<file path="config.mk">
export PLATFORM = sky130hd
export DESIGN_NAME = cartridge_bank_mapper_with_scanline_irq_core
export DESIGN_NICKNAME = d
export VERILOG_FILES = /design/src/rtl/cbm_pkg.sv /design/src/rtl/cartridge_bank_mapper_with_scanline_irq_core.sv
export SDC_FILE = /design/constraint.sdc
export NUM_CORES = 1
export LEC_CHECK = 0
export BUFFER_PORTS_ARGS = -buffer_cell sky130_fd_sc_hd__clkbuf_2
export CORE_AREA = 4 4 112 141
export DETAILED_ROUTE_END_ITERATION = 12
export DIE_AREA = 0 0 116 145
export GPL_ROUTABILITY_DRIVEN = 0
export RECOVER_POWER = 25
export SLEW_MARGIN = 20
export SYNTH_ARGS = -nofsm -noshare
export SYNTH_HDL_FRONTEND = slang
export SYNTH_SLANG_ARGS = --single-unit
</file>
<file path="constraint.sdc">
create_clock -name clk -period 3.5 [get_ports clk]
set_clock_uncertainty 0.1 [all_clocks]
set_input_delay 0.35 -clock clk [delete_from_list [all_inputs] [get_ports clk]]
set_output_delay 0.35 -clock clk [all_outputs]
set_load 0.01 [all_outputs]
</file>
<file path="src/rtl/cbm_pkg.sv">
// ----------------------------------------------------------------------------
// cbm_pkg
// shared codes for the cartridge bank mapper: item functions, write decode
// addresses and bank command numbers
// ----------------------------------------------------------------------------
package cbm_pkg;

  typedef enum logic [1:0] {
    FUNC_CPU_WRITE  = 2'd0,
    FUNC_SCANLINE   = 2'd1,
    FUNC_PATTERN_LU = 2'd2,
    FUNC_PROGRAM_LU = 2'd3
  } func_t;

  localparam logic [15:0] DECODE_MASK  = 16'hF003;
  localparam logic [15:0] ADDR_MIRROR  = 16'h8001;
  localparam logic [15:0] ADDR_COMMAND = 16'hA000;
  localparam logic [15:0] ADDR_BANK    = 16'hC000;
  localparam logic [15:0] ADDR_IRQ     = 16'hE003;

  // bank command numbers latched by a command write
  localparam logic [2:0] CMD_CHR_2K_0 = 3'd0;
  localparam logic [2:0] CMD_CHR_1K_5 = 3'd1;
  localparam logic [2:0] CMD_CHR_2K_2 = 3'd2;
  localparam logic [2:0] CMD_CHR_1K_7 = 3'd3;
  localparam logic [2:0] CMD_PRG_0    = 3'd4;
  localparam logic [2:0] CMD_PRG_1    = 3'd5;
  localparam logic [2:0] CMD_CHR_1K_4 = 3'd6;
  localparam logic [2:0] CMD_CHR_1K_6 = 3'd7;

  localparam int unsigned MAP_W = 21;

endpackage

</file>
<file path="src/rtl/cartridge_bank_mapper_with_scanline_irq_core.sv">
// ----------------------------------------------------------------------------
// cartridge_bank_mapper_with_scanline_irq_core
// bank mapper with scanline interrupt counter, one word in, one word out
// ----------------------------------------------------------------------------
// usage:
//   the input channel carries one word per cpu write, scanline tick, pattern
//   lookup or program lookup (in_func selects which). every input word gives
//   exactly one output word: the translated rom address for a lookup plus the
//   interrupt level and mirroring mode as they stand after that word.
//   path: an accepted word sits in the input register, is processed and
//   lands in the output register, where it is offered on out_valid until taken.
//   throughput: one word per cycle unless the output word is stalled, set by
//   the single pass of decode and bank selection between the two registers.
//   stalls: while the output word is stalled the input register still takes
//   one more word, so the sender sees in_stall only when both are full.
//   reset: rst_n low (synchronous) empties both registers and clears all
//   bank registers, the command latch, mirroring (vertical) and the counter.
// ----------------------------------------------------------------------------
module cartridge_bank_mapper_with_scanline_irq_core (
  input  logic                     clk,
  input  logic                     rst_n,
  input  logic                     in_valid,
  output logic                     in_stall,
  input  logic [1:0]               in_func,
  input  logic [15:0]              in_address,
  input  logic [7:0]               in_data,
  output logic                     out_valid,
  input  logic                     out_stall,
  output logic [cbm_pkg::MAP_W-1:0] out_mapped_address,
  output logic                     out_mapped_valid,
  output logic                     out_irq_line,
  output logic                     out_mirror_horizontal
);
  import cbm_pkg::*;

  // input register
  logic        in_valid_r;
  func_t       func_r;
  logic [15:0] address_r;
  logic [7:0]  data_r;

  // mapper state
  logic [2:0]  command_r, command_nxt;
  logic [7:0]  chr_bank_r [6];
  logic [7:0]  chr_bank_nxt [6];
  logic [7:0]  prg_bank_r [2];
  logic [7:0]  prg_bank_nxt [2];
  logic        mirror_r, mirror_nxt;
  logic [7:0]  irq_count_r, irq_count_nxt;
  logic        irq_en_r, irq_en_nxt;
  logic        irq_pend_r, irq_pend_nxt;

  // output register
  logic             out_valid_r;
  logic [MAP_W-1:0] map_addr_r, map_addr_nxt;
  logic             map_valid_r, map_valid_nxt;
  logic             irq_line_r;
  logic             mirror_out_r;

  logic        advance;
  logic        take_in;
  logic [15:0] dec_addr;

  // the input register moves on whenever the output register is free
  assign advance  = !out_valid_r || !out_stall;
  assign in_stall = in_valid_r && !advance;
  assign take_in  = in_valid && !in_stall;
  assign dec_addr = address_r & DECODE_MASK;

  always_ff @(posedge clk) begin
    if (!rst_n) begin
      in_valid_r <= 1'b0;
    end else if (take_in) begin
      in_valid_r <= 1'b1;
    end else if (advance) begin
      in_valid_r <= 1'b0;
    end
  end

  always_ff @(posedge clk) begin
    if (!rst_n) begin
      func_r    <= FUNC_CPU_WRITE;
      address_r <= '0;
      data_r    <= '0;
    end else if (take_in) begin
      func_r    <= func_t'(in_func);
      address_r <= in_address;
      data_r    <= in_data;
    end
  end

  // state update and translation for the word in the input register
  always_comb begin
    command_nxt   = command_r;
    chr_bank_nxt  = chr_bank_r;
    prg_bank_nxt  = prg_bank_r;
    mirror_nxt    = mirror_r;
    irq_count_nxt = irq_count_r;
    irq_en_nxt    = irq_en_r;
    irq_pend_nxt  = irq_pend_r;
    map_addr_nxt  = '0;
    map_valid_nxt = 1'b0;

    unique case (func_r)
      FUNC_CPU_WRITE: begin
        priority if (dec_addr == ADDR_MIRROR) begin
          mirror_nxt = data_r[0];
        end else if (dec_addr == ADDR_COMMAND) begin
          command_nxt = data_r[2:0];
        end else if (dec_addr == ADDR_BANK) begin
          unique case (command_r)
            CMD_CHR_2K_0: chr_bank_nxt[0] = data_r;
            CMD_CHR_1K_5: chr_bank_nxt[1] = data_r;
            CMD_CHR_2K_2: chr_bank_nxt[2] = data_r;
            CMD_CHR_1K_7: chr_bank_nxt[3] = data_r;
            CMD_PRG_0:    prg_bank_nxt[0] = data_r;
            CMD_PRG_1:    prg_bank_nxt[1] = data_r;
            CMD_CHR_1K_4: chr_bank_nxt[4] = data_r;
            CMD_CHR_1K_6: chr_bank_nxt[5] = data_r;
          endcase
        end else if (dec_addr == ADDR_IRQ) begin
          irq_pend_nxt  = 1'b0;
          irq_count_nxt = data_r;
          irq_en_nxt    = (data_r != 8'd0);
        end else begin
          // undecoded write, ignored
        end
      end
      FUNC_SCANLINE: begin
        if (irq_en_r) begin
          if (irq_count_r == 8'd0) begin
            irq_en_nxt   = 1'b0;
            irq_pend_nxt = 1'b1;
          end else begin
            irq_count_nxt = irq_count_r - 8'd1;
          end
        end
      end
      FUNC_PATTERN_LU: begin
        if (address_r[15:13] == 3'b000) begin
          map_valid_nxt = 1'b1;
          unique case (address_r[12:10])
            3'd0, 3'd1: map_addr_nxt = {3'b000, chr_bank_r[0][7:1], address_r[10:0]};
            3'd2, 3'd3: map_addr_nxt = {3'b000, chr_bank_r[2][7:1], address_r[10:0]};
            3'd4:       map_addr_nxt = {3'b000, chr_bank_r[4], address_r[9:0]};
            3'd5:       map_addr_nxt = {3'b000, chr_bank_r[1], address_r[9:0]};
            3'd6:       map_addr_nxt = {3'b000, chr_bank_r[5], address_r[9:0]};
            3'd7:       map_addr_nxt = {3'b000, chr_bank_r[3], address_r[9:0]};
          endcase
        end
      end
      FUNC_PROGRAM_LU: begin
        // only the two 8k windows from 0x8000 to 0xbfff are mapped here
        if (address_r[15:14] == 2'b10) begin
          map_valid_nxt = 1'b1;
          map_addr_nxt  = address_r[13] ? {prg_bank_r[1], address_r[12:0]}
                                        : {prg_bank_r[0], address_r[12:0]};
        end
      end
    endcase
  end

  always_ff @(posedge clk) begin
    if (!rst_n) begin
      command_r   <= '0;
      chr_bank_r  <= '{default: '0};
      prg_bank_r  <= '{default: '0};
      mirror_r    <= 1'b0;
      irq_count_r <= '0;
      irq_en_r    <= 1'b0;
      irq_pend_r  <= 1'b0;
    end else if (in_valid_r && advance) begin
      command_r   <= command_nxt;
      chr_bank_r  <= chr_bank_nxt;
      prg_bank_r  <= prg_bank_nxt;
      mirror_r    <= mirror_nxt;
      irq_count_r <= irq_count_nxt;
      irq_en_r    <= irq_en_nxt;
      irq_pend_r  <= irq_pend_nxt;
    end
  end

  always_ff @(posedge clk) begin
    if (!rst_n) begin
      out_valid_r <= 1'b0;
    end else if (advance) begin
      out_valid_r <= in_valid_r;
    end
  end

  always_ff @(posedge clk) begin
    if (in_valid_r && advance) begin
      map_addr_r   <= map_addr_nxt;
      map_valid_r  <= map_valid_nxt;
      irq_line_r   <= irq_pend_nxt;
      mirror_out_r <= mirror_nxt;
    end
  end

  assign out_valid             = out_valid_r;
  assign out_mapped_address    = map_addr_r;
  assign out_mapped_valid      = map_valid_r;
  assign out_irq_line          = irq_line_r;
  assign out_mirror_horizontal = mirror_out_r;

endmodule

</file>
==> results of run 1 <==
-- final cells by class --
| class | count | area share [%] |
|---|---|---|
| Timing Repair Buffer | 64 | 4.63 |
| Tap cell | 178 | 3.37 |
| Sequential cell | 128 | 42.4 |
| Clock inverter | 11 | 2.50 |
| Clock buffer | 21 | 6.66 |
| Multi-Input combinational cell | 403 | 39.9 |
| Inverter | 10 | 0.568 |
-- Yosys cell counts, types with 2 or more instances --
cell      count  area, um^2
clkbuf_1     28         105
ha_1          2        25.0
o311ai_0      7        61.3
a31oi_1       5        31.3
inv_1         9        33.8
nand4_4       2        42.5
dfxtp_1     104        2080
mux2_2        2        22.5
nor3_1        3        15.0
edfxtp_1     24         721
nor2b_1       3        18.8
buf_2        10        50.1
buf_1         4        15.0
o31ai_1       5        37.5
o21ai_0       7        35.0
nor2_1       19        71.3
nand4_1       3        18.8
mux4_2        3        67.6
nand3_1       5        25.0
o211ai_1      4        30.0
a21oi_1      43         215
nor4b_1       2        17.5
nand2_1     135         507
o22ai_1       7        43.8
nand4b_1      3        26.3
nand3b_1      4        30.0
or4_1         3        22.5
and2_1       13        81.3
a221oi_1      3        26.3
nand2b_1      5        31.3
nor4_1        4        25.0
a21boi_0      2        15.0
mux2i_1      82         821
-- layer usage --
layer / vias to the layer above / routed length [um]
li1: 2143 / -
met3: 24 / 492
met2: 99 / 7420
met4: 0 / 257
met5: - / 0
met1: 2161 / 6050
-- cell families (layout without fill, tap and decap cells) --
kind of cell | Yosys count | in the layout
AOI/OAI and AO/OA | 95 | 95
adders and majority gates | 2 | 2
buffers and inverters | 54 | 106
DFF | 128 | 128
muxes | 87 | 87
and+or+nand+nor | 219 | 219
-- state kept, by name, summed over array words and instances (netlist names), 2 cells and up --
name	count
chr_bank_r	46
command_r	3
address_r	16
data_r	8
irq_count_r	8
func_r	2
prg_bank_r	16
out_mapped_address	21
-- power groups by stage --
stage                     Combinational [W]  Sequential (W)  Clock (W)
after CTS                          0.000180         0.00157    0.00184
after floorplan                    0.000118         0.00159          0
after detailed placement           0.000180         0.00160          0
after global routing               0.000193         0.00157    0.00191
after global placement             0.000177         0.00160          0
final                              0.000175         0.00157    0.00181
-- final timing paths --
kind / startpoint / end / slack, ns / depth (start not counted)
max reg2reg: func_r[0] / chr_bank_r[21] / 0.80 / 4
max: func_r[0] / chr_bank_r[21] / 0.80 / 4
min reg2reg: address_r[7] / address_r[7] / 0.35 / 2
min: in_data[3] / data_r[3] / 0.06 / 3
-- metrics by stage --
stage               utilization (%)  hold slack [ns]  std cells
global placement               42.2            0.338        783
detailed placement             42.2            0.343        783
global route                   46.1           0.0504        815
finish                         46.1           0.0575        815
CTS                            46.5           0.0445        815
floorplan                         -            0.330        585
-- critical path, cell delays in order, from the launching register on --
cell and delay [ns]:
dfxtp_1 0.45, nor4b_1 0.76, and4_1 0.45, nand4b_1 0.52
mux2i_1 0.34
==> results.sh, run 1 <==
export IMPL_floorplan_initialDensity_pct=39.5
export IMPL_area_delta_synth_final_pct=16.7
export IMPL_cts_tree="done"
export IMPL_drtIter0Drc=285
export IMPL_muxShareOfSynthArea_pct=16.1
export IMPL_endpoint_kind="flip-flop"
export IMPL_maxSlewHeadroom_pct=20.1
export IMPL_drc=0
export IMPL_report_final_slew_viol_count=0
export IMPL_vias=4427
export IMPL_cts_max_level=4
export IMPL_clock_latency_ns=0.41
export IMPL_total_power_w=0.00356
export IMPL_numCtsBuffers=17
export IMPL_place_hpwl_um=9690
export IMPL_wl_per_cell_um=17.5
export IMPL_fmax_mhz=370
export IMPL_async_flop_share_pct=0
export IMPL_hold_violations=0
export IMPL_via_per_inst=5.43
export IMPL_combPwrFrac_pct=4.9
export IMPL_required_ns=3.72
export IMPL_cts_setup_buffers=0
export IMPL_cts_resized=0
export IMPL_port_buffers=55
export IMPL_layout_drive_gt1_share_pct=12.9
export IMPL_multi_input_area_um2=2640
export IMPL_holdBufCountCts=0
export IMPL_grt_use_met3_pct=3.83
export IMPL_grt_max_degree=38
export IMPL_regArea_um2=2800
export IMPL_rows=49
export IMPL_synth_fp_nets=617
export IMPL_synth_compound_area_share_pct=10.5
export IMPL_synth_edf_count=24
export IMPL_tightest_slew_ns=1.20
export IMPL_postRouteAntennaNets=0
export IMPL_final_nets=656
export IMPL_synth_flop_cell="dfxtp_1"
export IMPL_pre_cts_ws_ns=0.906
export IMPL_vdd_drop_max_mv=0.262
export IMPL_p_per_area_nw_per_um2=538
export IMPL_hold_class="in -> reg"
export IMPL_max_cap_viol_count=0
export IMPL_netlist_area_um2=5670
export IMPL_worst_slack_ns=0.795
export IMPL_clkSinkCount=128
export IMPL_crit_type="reg -> reg"
export IMPL_synthAdderAreaFrac_pct=0.441
export IMPL_clkPwrFrac_pct=50.9
export IMPL_yosysWarnings=0
export IMPL_internal_power_w=0.00278
export IMPL_path_max_fanout=12
export IMPL_yosys_area_share_xor_xnor_pct=0
export IMPL_fin_crit_ns=2.70
export IMPL_finalSetupTns_ns=0
export IMPL_grt_first_pass_wirelength_um=23100
export IMPL_grt_usage_pct=17.5
export IMPL_p_leak_nw=2.51
export IMPL_ys_ff_latch=128
export IMPL_fin_crit_sh_pct=77.3
export IMPL_netSwitchingPower_w=0.000777
export IMPL_outcome="completed"
export IMPL_seq_area_frac_synth_pct=49.4
export IMPL_seqPwrFrac_pct=44.2
export IMPL_overflow=0
export IMPL_dr_pass1_iters=4
export IMPL_grt_pass1_vias=4523
export IMPL_die_area_um2=16800
export IMPL_startpoint_type="flip-flop"
export IMPL_cts_root_buf="clkbuf_16"
export IMPL_die_x_um=116
export IMPL_place_area_um2=6060
export IMPL_final_common_cell="nand2_1"
export IMPL_path_clk_slew_ns=0.06
export IMPL_grt_busiest_layer="met2"
export IMPL_synth_cell_type_count=63
export IMPL_dieHeight_um=145
export IMPL_met1_usage_pct=21.9
export IMPL_syn_inst=585
export IMPL_clockBufferDepth=2
export IMPL_synth_avg_cell_area_um2=9.69
export IMPL_io_pins=56
export IMPL_crit_arrival_ns=2.93
export IMPL_fin_area_um2=6610
export IMPL_fillCellCount=1407
export IMPL_core_um2=14300
export IMPL_yosys_area_share_simple_pct=19.5
export IMPL_diodes=0
export IMPL_swShare_pct=21.9
export IMPL_finalSetupViolations=0
export IMPL_rsz0062_at_grt="no"
export IMPL_synth_top_family_by_area="simple AND/OR/NAND/NOR gates"
export IMPL_met2_usage_pct=29.7
export IMPL_grt_antenna_before_repair=0
export IMPL_mostFrequentLayoutCells="135 x nand2_1, 104 x dfxtp_1, 82 x mux2i_1"
export IMPL_postRouteWirelength_um=14200
Note: power is estimated with default switching activity, not from simulation.
==> run 2, diff against run 1 <==
==> constraint.sdc (replaced) <==
create_clock -name clk -period 2.8 [get_ports clk]
set_clock_uncertainty 0.1 [all_clocks]
set_input_delay 0.28 -clock clk [delete_from_list [all_inputs] [get_ports clk]]
set_output_delay 0.28 -clock clk [all_outputs]
set_load 0.01 [all_outputs]
==> results.sh, run 2 (synthesized netlist as in run 1, its figures left out) <==
export IMPL_core_um2=14300
export IMPL_clock_latency_ns=0.42
export IMPL_finalSetupViolations=0
export IMPL_cpLargestDelayFamily="simple AND/OR/NAND/NOR gates"
export IMPL_place_hpwl_um=9570
export IMPL_finalSetupTns_ns=0
export IMPL_grt_pass1_vias=4539
export IMPL_outcome="completed"
export IMPL_crit_type="reg -> reg"
export IMPL_path_max_fanout=12
export IMPL_hold_class="in -> reg"
export IMPL_cts_root_buf="clkbuf_16"
export IMPL_regMostFlops="chr_bank_r"
export IMPL_maxSlewHeadroom_pct=19.6
export IMPL_floorplan_initialDensity_pct=39.5
export IMPL_cpMaxStageDelayCell="nand4b_1"
export IMPL_mostFrequentLayoutCells="135 x nand2_1, 104 x dfxtp_1, 82 x mux2i_1"
export IMPL_clockBufferDepth=2
export IMPL_io_pins=56
export IMPL_layout_drive_gt1_share_pct=13.2
export IMPL_via_per_inst=5.33
export IMPL_p_per_area_nw_per_um2=624
export IMPL_cts_tree="done"
export IMPL_postRouteWirelength_um=14200
export IMPL_total_power_w=0.00429
export IMPL_path_clk_slew_ns=0.06
export IMPL_required_ns=3.03
export IMPL_die_area_um2=16800
export IMPL_p_leak_nw=2.62
export IMPL_combPwrFrac_pct=5.9
export IMPL_rsz0062_at_grt="no"
export IMPL_hold_violations=0
export IMPL_cts_resized=0
export IMPL_dieHeight_um=145
export IMPL_vdd_drop_max_mv=0.463
export IMPL_hold_path_end="in_valid_r"
export IMPL_netSwitchingPower_w=0.000990
export IMPL_rows=49
export IMPL_cts_max_level=4
export IMPL_fin_crit_sh_pct=81.3
export IMPL_internal_power_w=0.00330
export IMPL_rr_worst_depth=4
export IMPL_numCtsBuffers=17
export IMPL_final_common_cell="nand2_1"
export IMPL_report_final_slew_viol_count=0
export IMPL_r2r_start="func_r[0]"
export IMPL_r2r_setup_slack_ns=0.52
export IMPL_max_cap_viol_count=0
export IMPL_startpoint_type="flip-flop"
export IMPL_crit_arrival_ns=2.51
export IMPL_dr_pass1_iters=5
export IMPL_hold_path_depth=2
export IMPL_endpoint_kind="flip-flop"
export IMPL_grt_max_degree=38
export IMPL_crit_path_cell_trace="nor4b_4 > and4_1 > nand4b_1 > mux2i_1"
export IMPL_largest_reg_flops=46
export IMPL_seqPwrFrac_pct=45.7
export IMPL_fmax_mhz=439
export IMPL_diodes=0
export IMPL_postRouteAntennaNets=0
export IMPL_grt_usage_pct=17.3
export IMPL_drtIter0Drc=209
export IMPL_die_x_um=116
export IMPL_clkPwrFrac_pct=48.4
export IMPL_port_buffers=55
export IMPL_final_util_pct=47.9
export IMPL_min_from="in_valid"
export IMPL_reg2reg_to="chr_bank_r[21]"
export IMPL_final_nets=688
export IMPL_max_stage_delay_ns=0.50
export IMPL_overflow=0
export IMPL_grt_first_pass_wirelength_um=22800
export IMPL_cp_num_cells=4
export IMPL_fin_crit_ns=2.28
export IMPL_tightest_slew_ns=1.21
export IMPL_swShare_pct=23.1
export IMPL_crit_buf_inv=0
export IMPL_clkSinkCount=128
export IMPL_area_delta_synth_final_pct=21.3
export IMPL_wl_per_cell_um=16.8
export IMPL_vias=4511
export IMPL_grt_antenna_before_repair=0
export IMPL_drc=0
## run 2: cell count changes in the layout (fill, tap and decap cells not counted)
cell           previous run  this run
buf_4                     8        12
clkinv_2                  4         5
nor4b_4                   0         1
clkbuf_1                 31        29
clkinvlp_4                1         4
dlygate4sd3_1             0        26
clkbuf_2                 29        30
nor4b_1                   2         1
clkinv_1                  0         2
bufinv_16                 4         2
clkinv_4                  2         0
## run 2: cell type report
| class | count | area, um^2 |
|---|---|---|
| timing repair buffer | 96 | 606 |
| multi-input combinational | 403 | 2650 |
| clock buffer | 18 | 429 |
| clock inverter | 13 | 123 |
| fill | 1377 | 7470 |
| inverter | 10 | 37.5 |
| sequential | 128 | 2800 |
| tap | 178 | 223 |
## run 2: repair_timing
action	CTS	global route
setup buffers	0	0
hold buffers	26	0
hold endpoints to repair	26	0
## run 2: worst max path at each step
stage                     end           from
2_1_floorplan  irq_count_r[2]      out_valid
3_3_place_gp   irq_count_r[0]      out_stall
3_5_place_dp   irq_count_r[5]      out_stall
4_1_cts        chr_bank_r[21]      func_r[0]
5_1_grt            irq_pend_r  address_r[13]
6_report       chr_bank_r[21]      func_r[0]
## run 2: worst reg2reg max path: stages (launching register included)
cell,delay [ns]
dfxtp_1,0.44
nor4b_4,0.42
and4_1,0.39
nand4b_1,0.50
mux2i_1,0.34
## run 2: power groups by stage
stage,registers (W),clock network (W),logic [W]
2_1_floorplan,0.00198,0,0.000147
3_3_place_gp,0.00200,0,0.000226
3_5_place_dp,0.00200,0,0.000230
4_1_cts,0.00196,0.00211,0.000260
5_1_grt,0.00197,0.00218,0.000278
6_report,0.00196,0.00208,0.000253
## run 2: through the flow
stage | area [um^2] | setup WS [ns] | cells | hold WS (ns)
after global placement | 6100 | 0.634 | 789 | 0.339
after detailed placement | 6100 | 0.545 | 789 | 0.345
final | 6870 | 0.523 | 846 | 0.00341
after floorplan | 5670 | 0.321 | 585 | 0.304
after CTS | 6920 | 0.507 | 846 | 0.000765
after global routing | 6870 | 0.363 | 846 | 0.00733
## run 2: layer usage
layer	part of all wire [%]	track usage (%)
met1	44	21.9
met2	50	28.2
met3	3.8	4.00
met4	2.2	7.37
met5	0	0
==> run 3, diff against run 2 <==
--- a/config.mk
+++ b/config.mk
@@ -5,10 +5,11 @@
 export SDC_FILE = /design/constraint.sdc
 export NUM_CORES = 1
 export LEC_CHECK = 0
+export ABC_AREA = 1
 export BUFFER_PORTS_ARGS = -buffer_cell sky130_fd_sc_hd__clkbuf_2
-export CORE_AREA = 4 4 112 141
+export CORE_AREA = 4 4 113 142
 export DETAILED_ROUTE_END_ITERATION = 12
-export DIE_AREA = 0 0 116 145
+export DIE_AREA = 0 0 117 146
 export GPL_ROUTABILITY_DRIVEN = 0
 export RECOVER_POWER = 25
 export SLEW_MARGIN = 20
==> constraint.sdc (replaced) <==
create_clock -name clk -period 2.4 [get_ports clk]
set_clock_uncertainty 0.1 [all_clocks]
set_input_delay 0.24 -clock clk [delete_from_list [all_inputs] [get_ports clk]]
set_output_delay 0.24 -clock clk [all_outputs]
set_load 0.01 [all_outputs]
==> results.sh, run 3 <==
export IMPL_outcome="completed"
export IMPL_startpoint_type="flip-flop"
export IMPL_cts_tree="done"
export IMPL_hold_path_end="address_r[3]"
export IMPL_worst_slack_ns=0.251
export IMPL_cpLargestDelayFamily="simple AND/OR/NAND/NOR gates"
export IMPL_cts_setup_buffers=0
export IMPL_netlist_top_cells_area="dfxtp_1 36%, edfxtp_1 13%, nand2_1 9.5%, a21oi_1 7.6%, o21ai_0 6.7%"
export IMPL_grt_antenna_before_repair=0
export IMPL_rsz0062_at_grt="no"
export IMPL_cts_resized=0
export IMPL_synth_flop_cell="dfxtp_1"
export IMPL_dieHeight_um=146
export IMPL_required_ns=2.59
export IMPL_drtIter0Drc=446
export IMPL_postRouteAntennaNets=0
export IMPL_synth_edf_count=24
export IMPL_floorplan_initialDensity_pct=38.9
export IMPL_ys_ff_latch=128
export IMPL_vias=5067
export IMPL_yosys_area_top_type="dfxtp_1"
export IMPL_dr_pass1_iters=5
export IMPL_port_buffers=55
export IMPL_io_pins=56
export IMPL_p_per_area_nw_per_um2=785
export IMPL_fin_area_um2=6740
export IMPL_synthAdderAreaFrac_pct=0.435
export IMPL_netlist_area_leader_share_pct=36.2
export IMPL_max_stage_delay_ns=0.46
export IMPL_fin_crit_ns=2.15
export IMPL_vdd_drop_max_mv=0.480
export IMPL_synth_common_cells="145 x nand2_1, 104 x dfxtp_1, 88 x nor2_1"
export IMPL_report_final_slew_viol_count=0
export IMPL_grt_first_pass_wirelength_um=24500
export IMPL_hold_violations=0
export IMPL_area_delta_synth_final_pct=17.2
export IMPL_reg2reg_to="chr_bank_r[16]"
export IMPL_r2r_start="address_r[13]"
export IMPL_async_flop_share_pct=0
export IMPL_synth_fp_nets=763
export IMPL_yosys_area_share_xor_xnor_pct=0.152
export IMPL_finalSetupTns_ns=0
export IMPL_r2r_setup_slack_ns=0.25
export IMPL_die_area_um2=17100
export IMPL_overflow=0
export IMPL_via_per_inst=5.13
export IMPL_hold_class="in -> reg"
export IMPL_numCtsBuffers=17
export IMPL_rows=50
export IMPL_cpMostUsedCell="nand2_1"
export IMPL_holdBufCountCts=0
export IMPL_path_clk_slew_ns=0.06
export IMPL_startpoint="address_r[13]"
export IMPL_mostFrequentLayoutCells="145 x nand2_1, 104 x dfxtp_1, 89 x nor2_1"
export IMPL_tightest_slew_ns=0.827
export IMPL_synth_cell_type_count=34
export IMPL_grt_max_degree=56
export IMPL_maxSlewHeadroom_pct=44.9
export IMPL_min_from="in_address[3]"
export IMPL_drc=0
export IMPL_crit_path_cell_trace="nor2_1 > nand3_4 > nor3_4 > nand2_1 > nand2_1 > a21oi_1"
export IMPL_yosysWarnings=0
export IMPL_cpMaxStageDelayCell="nor3_4"
export IMPL_grt_usage_pct=18.3
export IMPL_crit_type="reg -> reg"
export IMPL_finalSetupViolations=0
export IMPL_fmax_mhz=465
export IMPL_core_um2=14800
export IMPL_clkSinkCount=128
export IMPL_cts_root_buf="clkbuf_16"
export IMPL_wl_per_cell_um=15.5
export IMPL_synth_compound_area_share_pct=15.8
export IMPL_p_leak_nw=2.56
export IMPL_synth_most_common_cell="nand2_1"
export IMPL_layout_drive_gt1_share_pct=12.5
export IMPL_crit_buf_inv=0
export IMPL_diodes=0
export IMPL_pre_cts_ws_ns=0.385
export IMPL_path_max_fanout=11
export IMPL_place_hpwl_um=10500
export IMPL_seq_area_frac_synth_pct=48.7
export IMPL_crit_arrival_ns=2.34
export IMPL_clockBufferDepth=2
export IMPL_postRouteWirelength_um=15300
export IMPL_final_common_cell="nand2_1"
export IMPL_syn_inst=731
export IMPL_fillCellCount=1538
export IMPL_grt_pass1_vias=4795
export IMPL_synth_avg_cell_area_um2=7.86
export IMPL_muxShareOfSynthArea_pct=0.348
export IMPL_hold_path_depth=3
export IMPL_endpoint_kind="flip-flop"
export IMPL_cts_max_level=4
export IMPL_largest_reg_flops=46
export IMPL_regMostFlops="chr_bank_r"
export IMPL_clock_latency_ns=0.42
export IMPL_die_x_um=117
export IMPL_place_area_um2=6180
export IMPL_netlist_area_um2=5750
export IMPL_max_cap_viol_count=0
export IMPL_yosys_area_share_simple_pct=26.6
export IMPL_synth_top_family_by_area="simple AND/OR/NAND/NOR gates"
export IMPL_final_nets=824
export IMPL_fin_crit_sh_pct=89.5
export IMPL_rr_worst_depth=6
[run 3: power breakdown]
part	leakage, nW	internal (W)	switching [W]	total [W]
combinational	1.21	0.000106	0.000239	0.000345
clock	0.289	0.00165	0.000972	0.00263
sequential	1.06	0.00225	0.0000680	0.00232
total	2.56	0.00401	0.00128	0.00529
[run 3: worst max-delay path by stage]
stage | endpoint | slack, ns | cells after the start
floorplan | chr_bank_r[10] | 0.40 | 7
global placement | chr_bank_r[20] | 0.42 | 6
detailed placement | chr_bank_r[17] | 0.38 | 7
CTS | chr_bank_r[17] | 0.37 | 6
global route | irq_count_r[2] | 0.1 | 8
finish | chr_bank_r[16] | 0.25 | 6
[run 3: metal layers]
| layer | up-vias | GRT usage (%) | share of wire (%) | wire length, um |
|---|---|---|---|---|
| met2 | 111 | 30.2 | 49 | 7530 |
| met1 | 2345 | 23.4 | 45 | 6820 |
| li1 | 2581 | - | - | - |
| met4 | 0 | 7.57 | 2.8 | 425 |
| met3 | 30 | 2.91 | 3.6 | 544 |
| met5 | - | 0 | 0 | 0 |
[run 3: final cells by class]
cell class	instances	area, um^2	share of cell area, %
Sequential cell	128	2800	41.6
Clock buffer	18	439	6.52
Timing Repair Buffer	74	389	5.78
Inverter	61	229	3.40
Tap cell	182	228	3.38
Multi-Input combinational cell	510	2480	36.8
Clock inverter	14	166	2.47
[run 3: through the flow]
stage	utilization, %	cells	power (W)	hold slack, ns
final	45.6	987	0.00529	0.00463
after CTS	46.0	987	0.00533	0.00135
after global routing	45.6	987	0.00547	0.0174
after global placement	41.9	955	0.00272	0.341
after detailed placement	41.9	955	0.00272	0.348
after floorplan	-	731	0.00258	0.321
[run 3: cells by family (layout without fill, tap and decap cells)]
family          count (synthesis)  after routing
simple gates                  328            328
compound gates                177            177
flops                         128            128
buf+inv                        93            167
fa+ha+maj                       2              2
mux                             2              2
xor+xnor                        1              1
[run 3: worst register-to-register path, stage by stage, from the launching register on]
cell and delay, ns:
dfxtp_1 0.45, nor2_1 0.28, nand3_4 0.14, nor3_4 0.47
nand2_1 0.37, nand2_1 0.15, a21oi_1 0.07
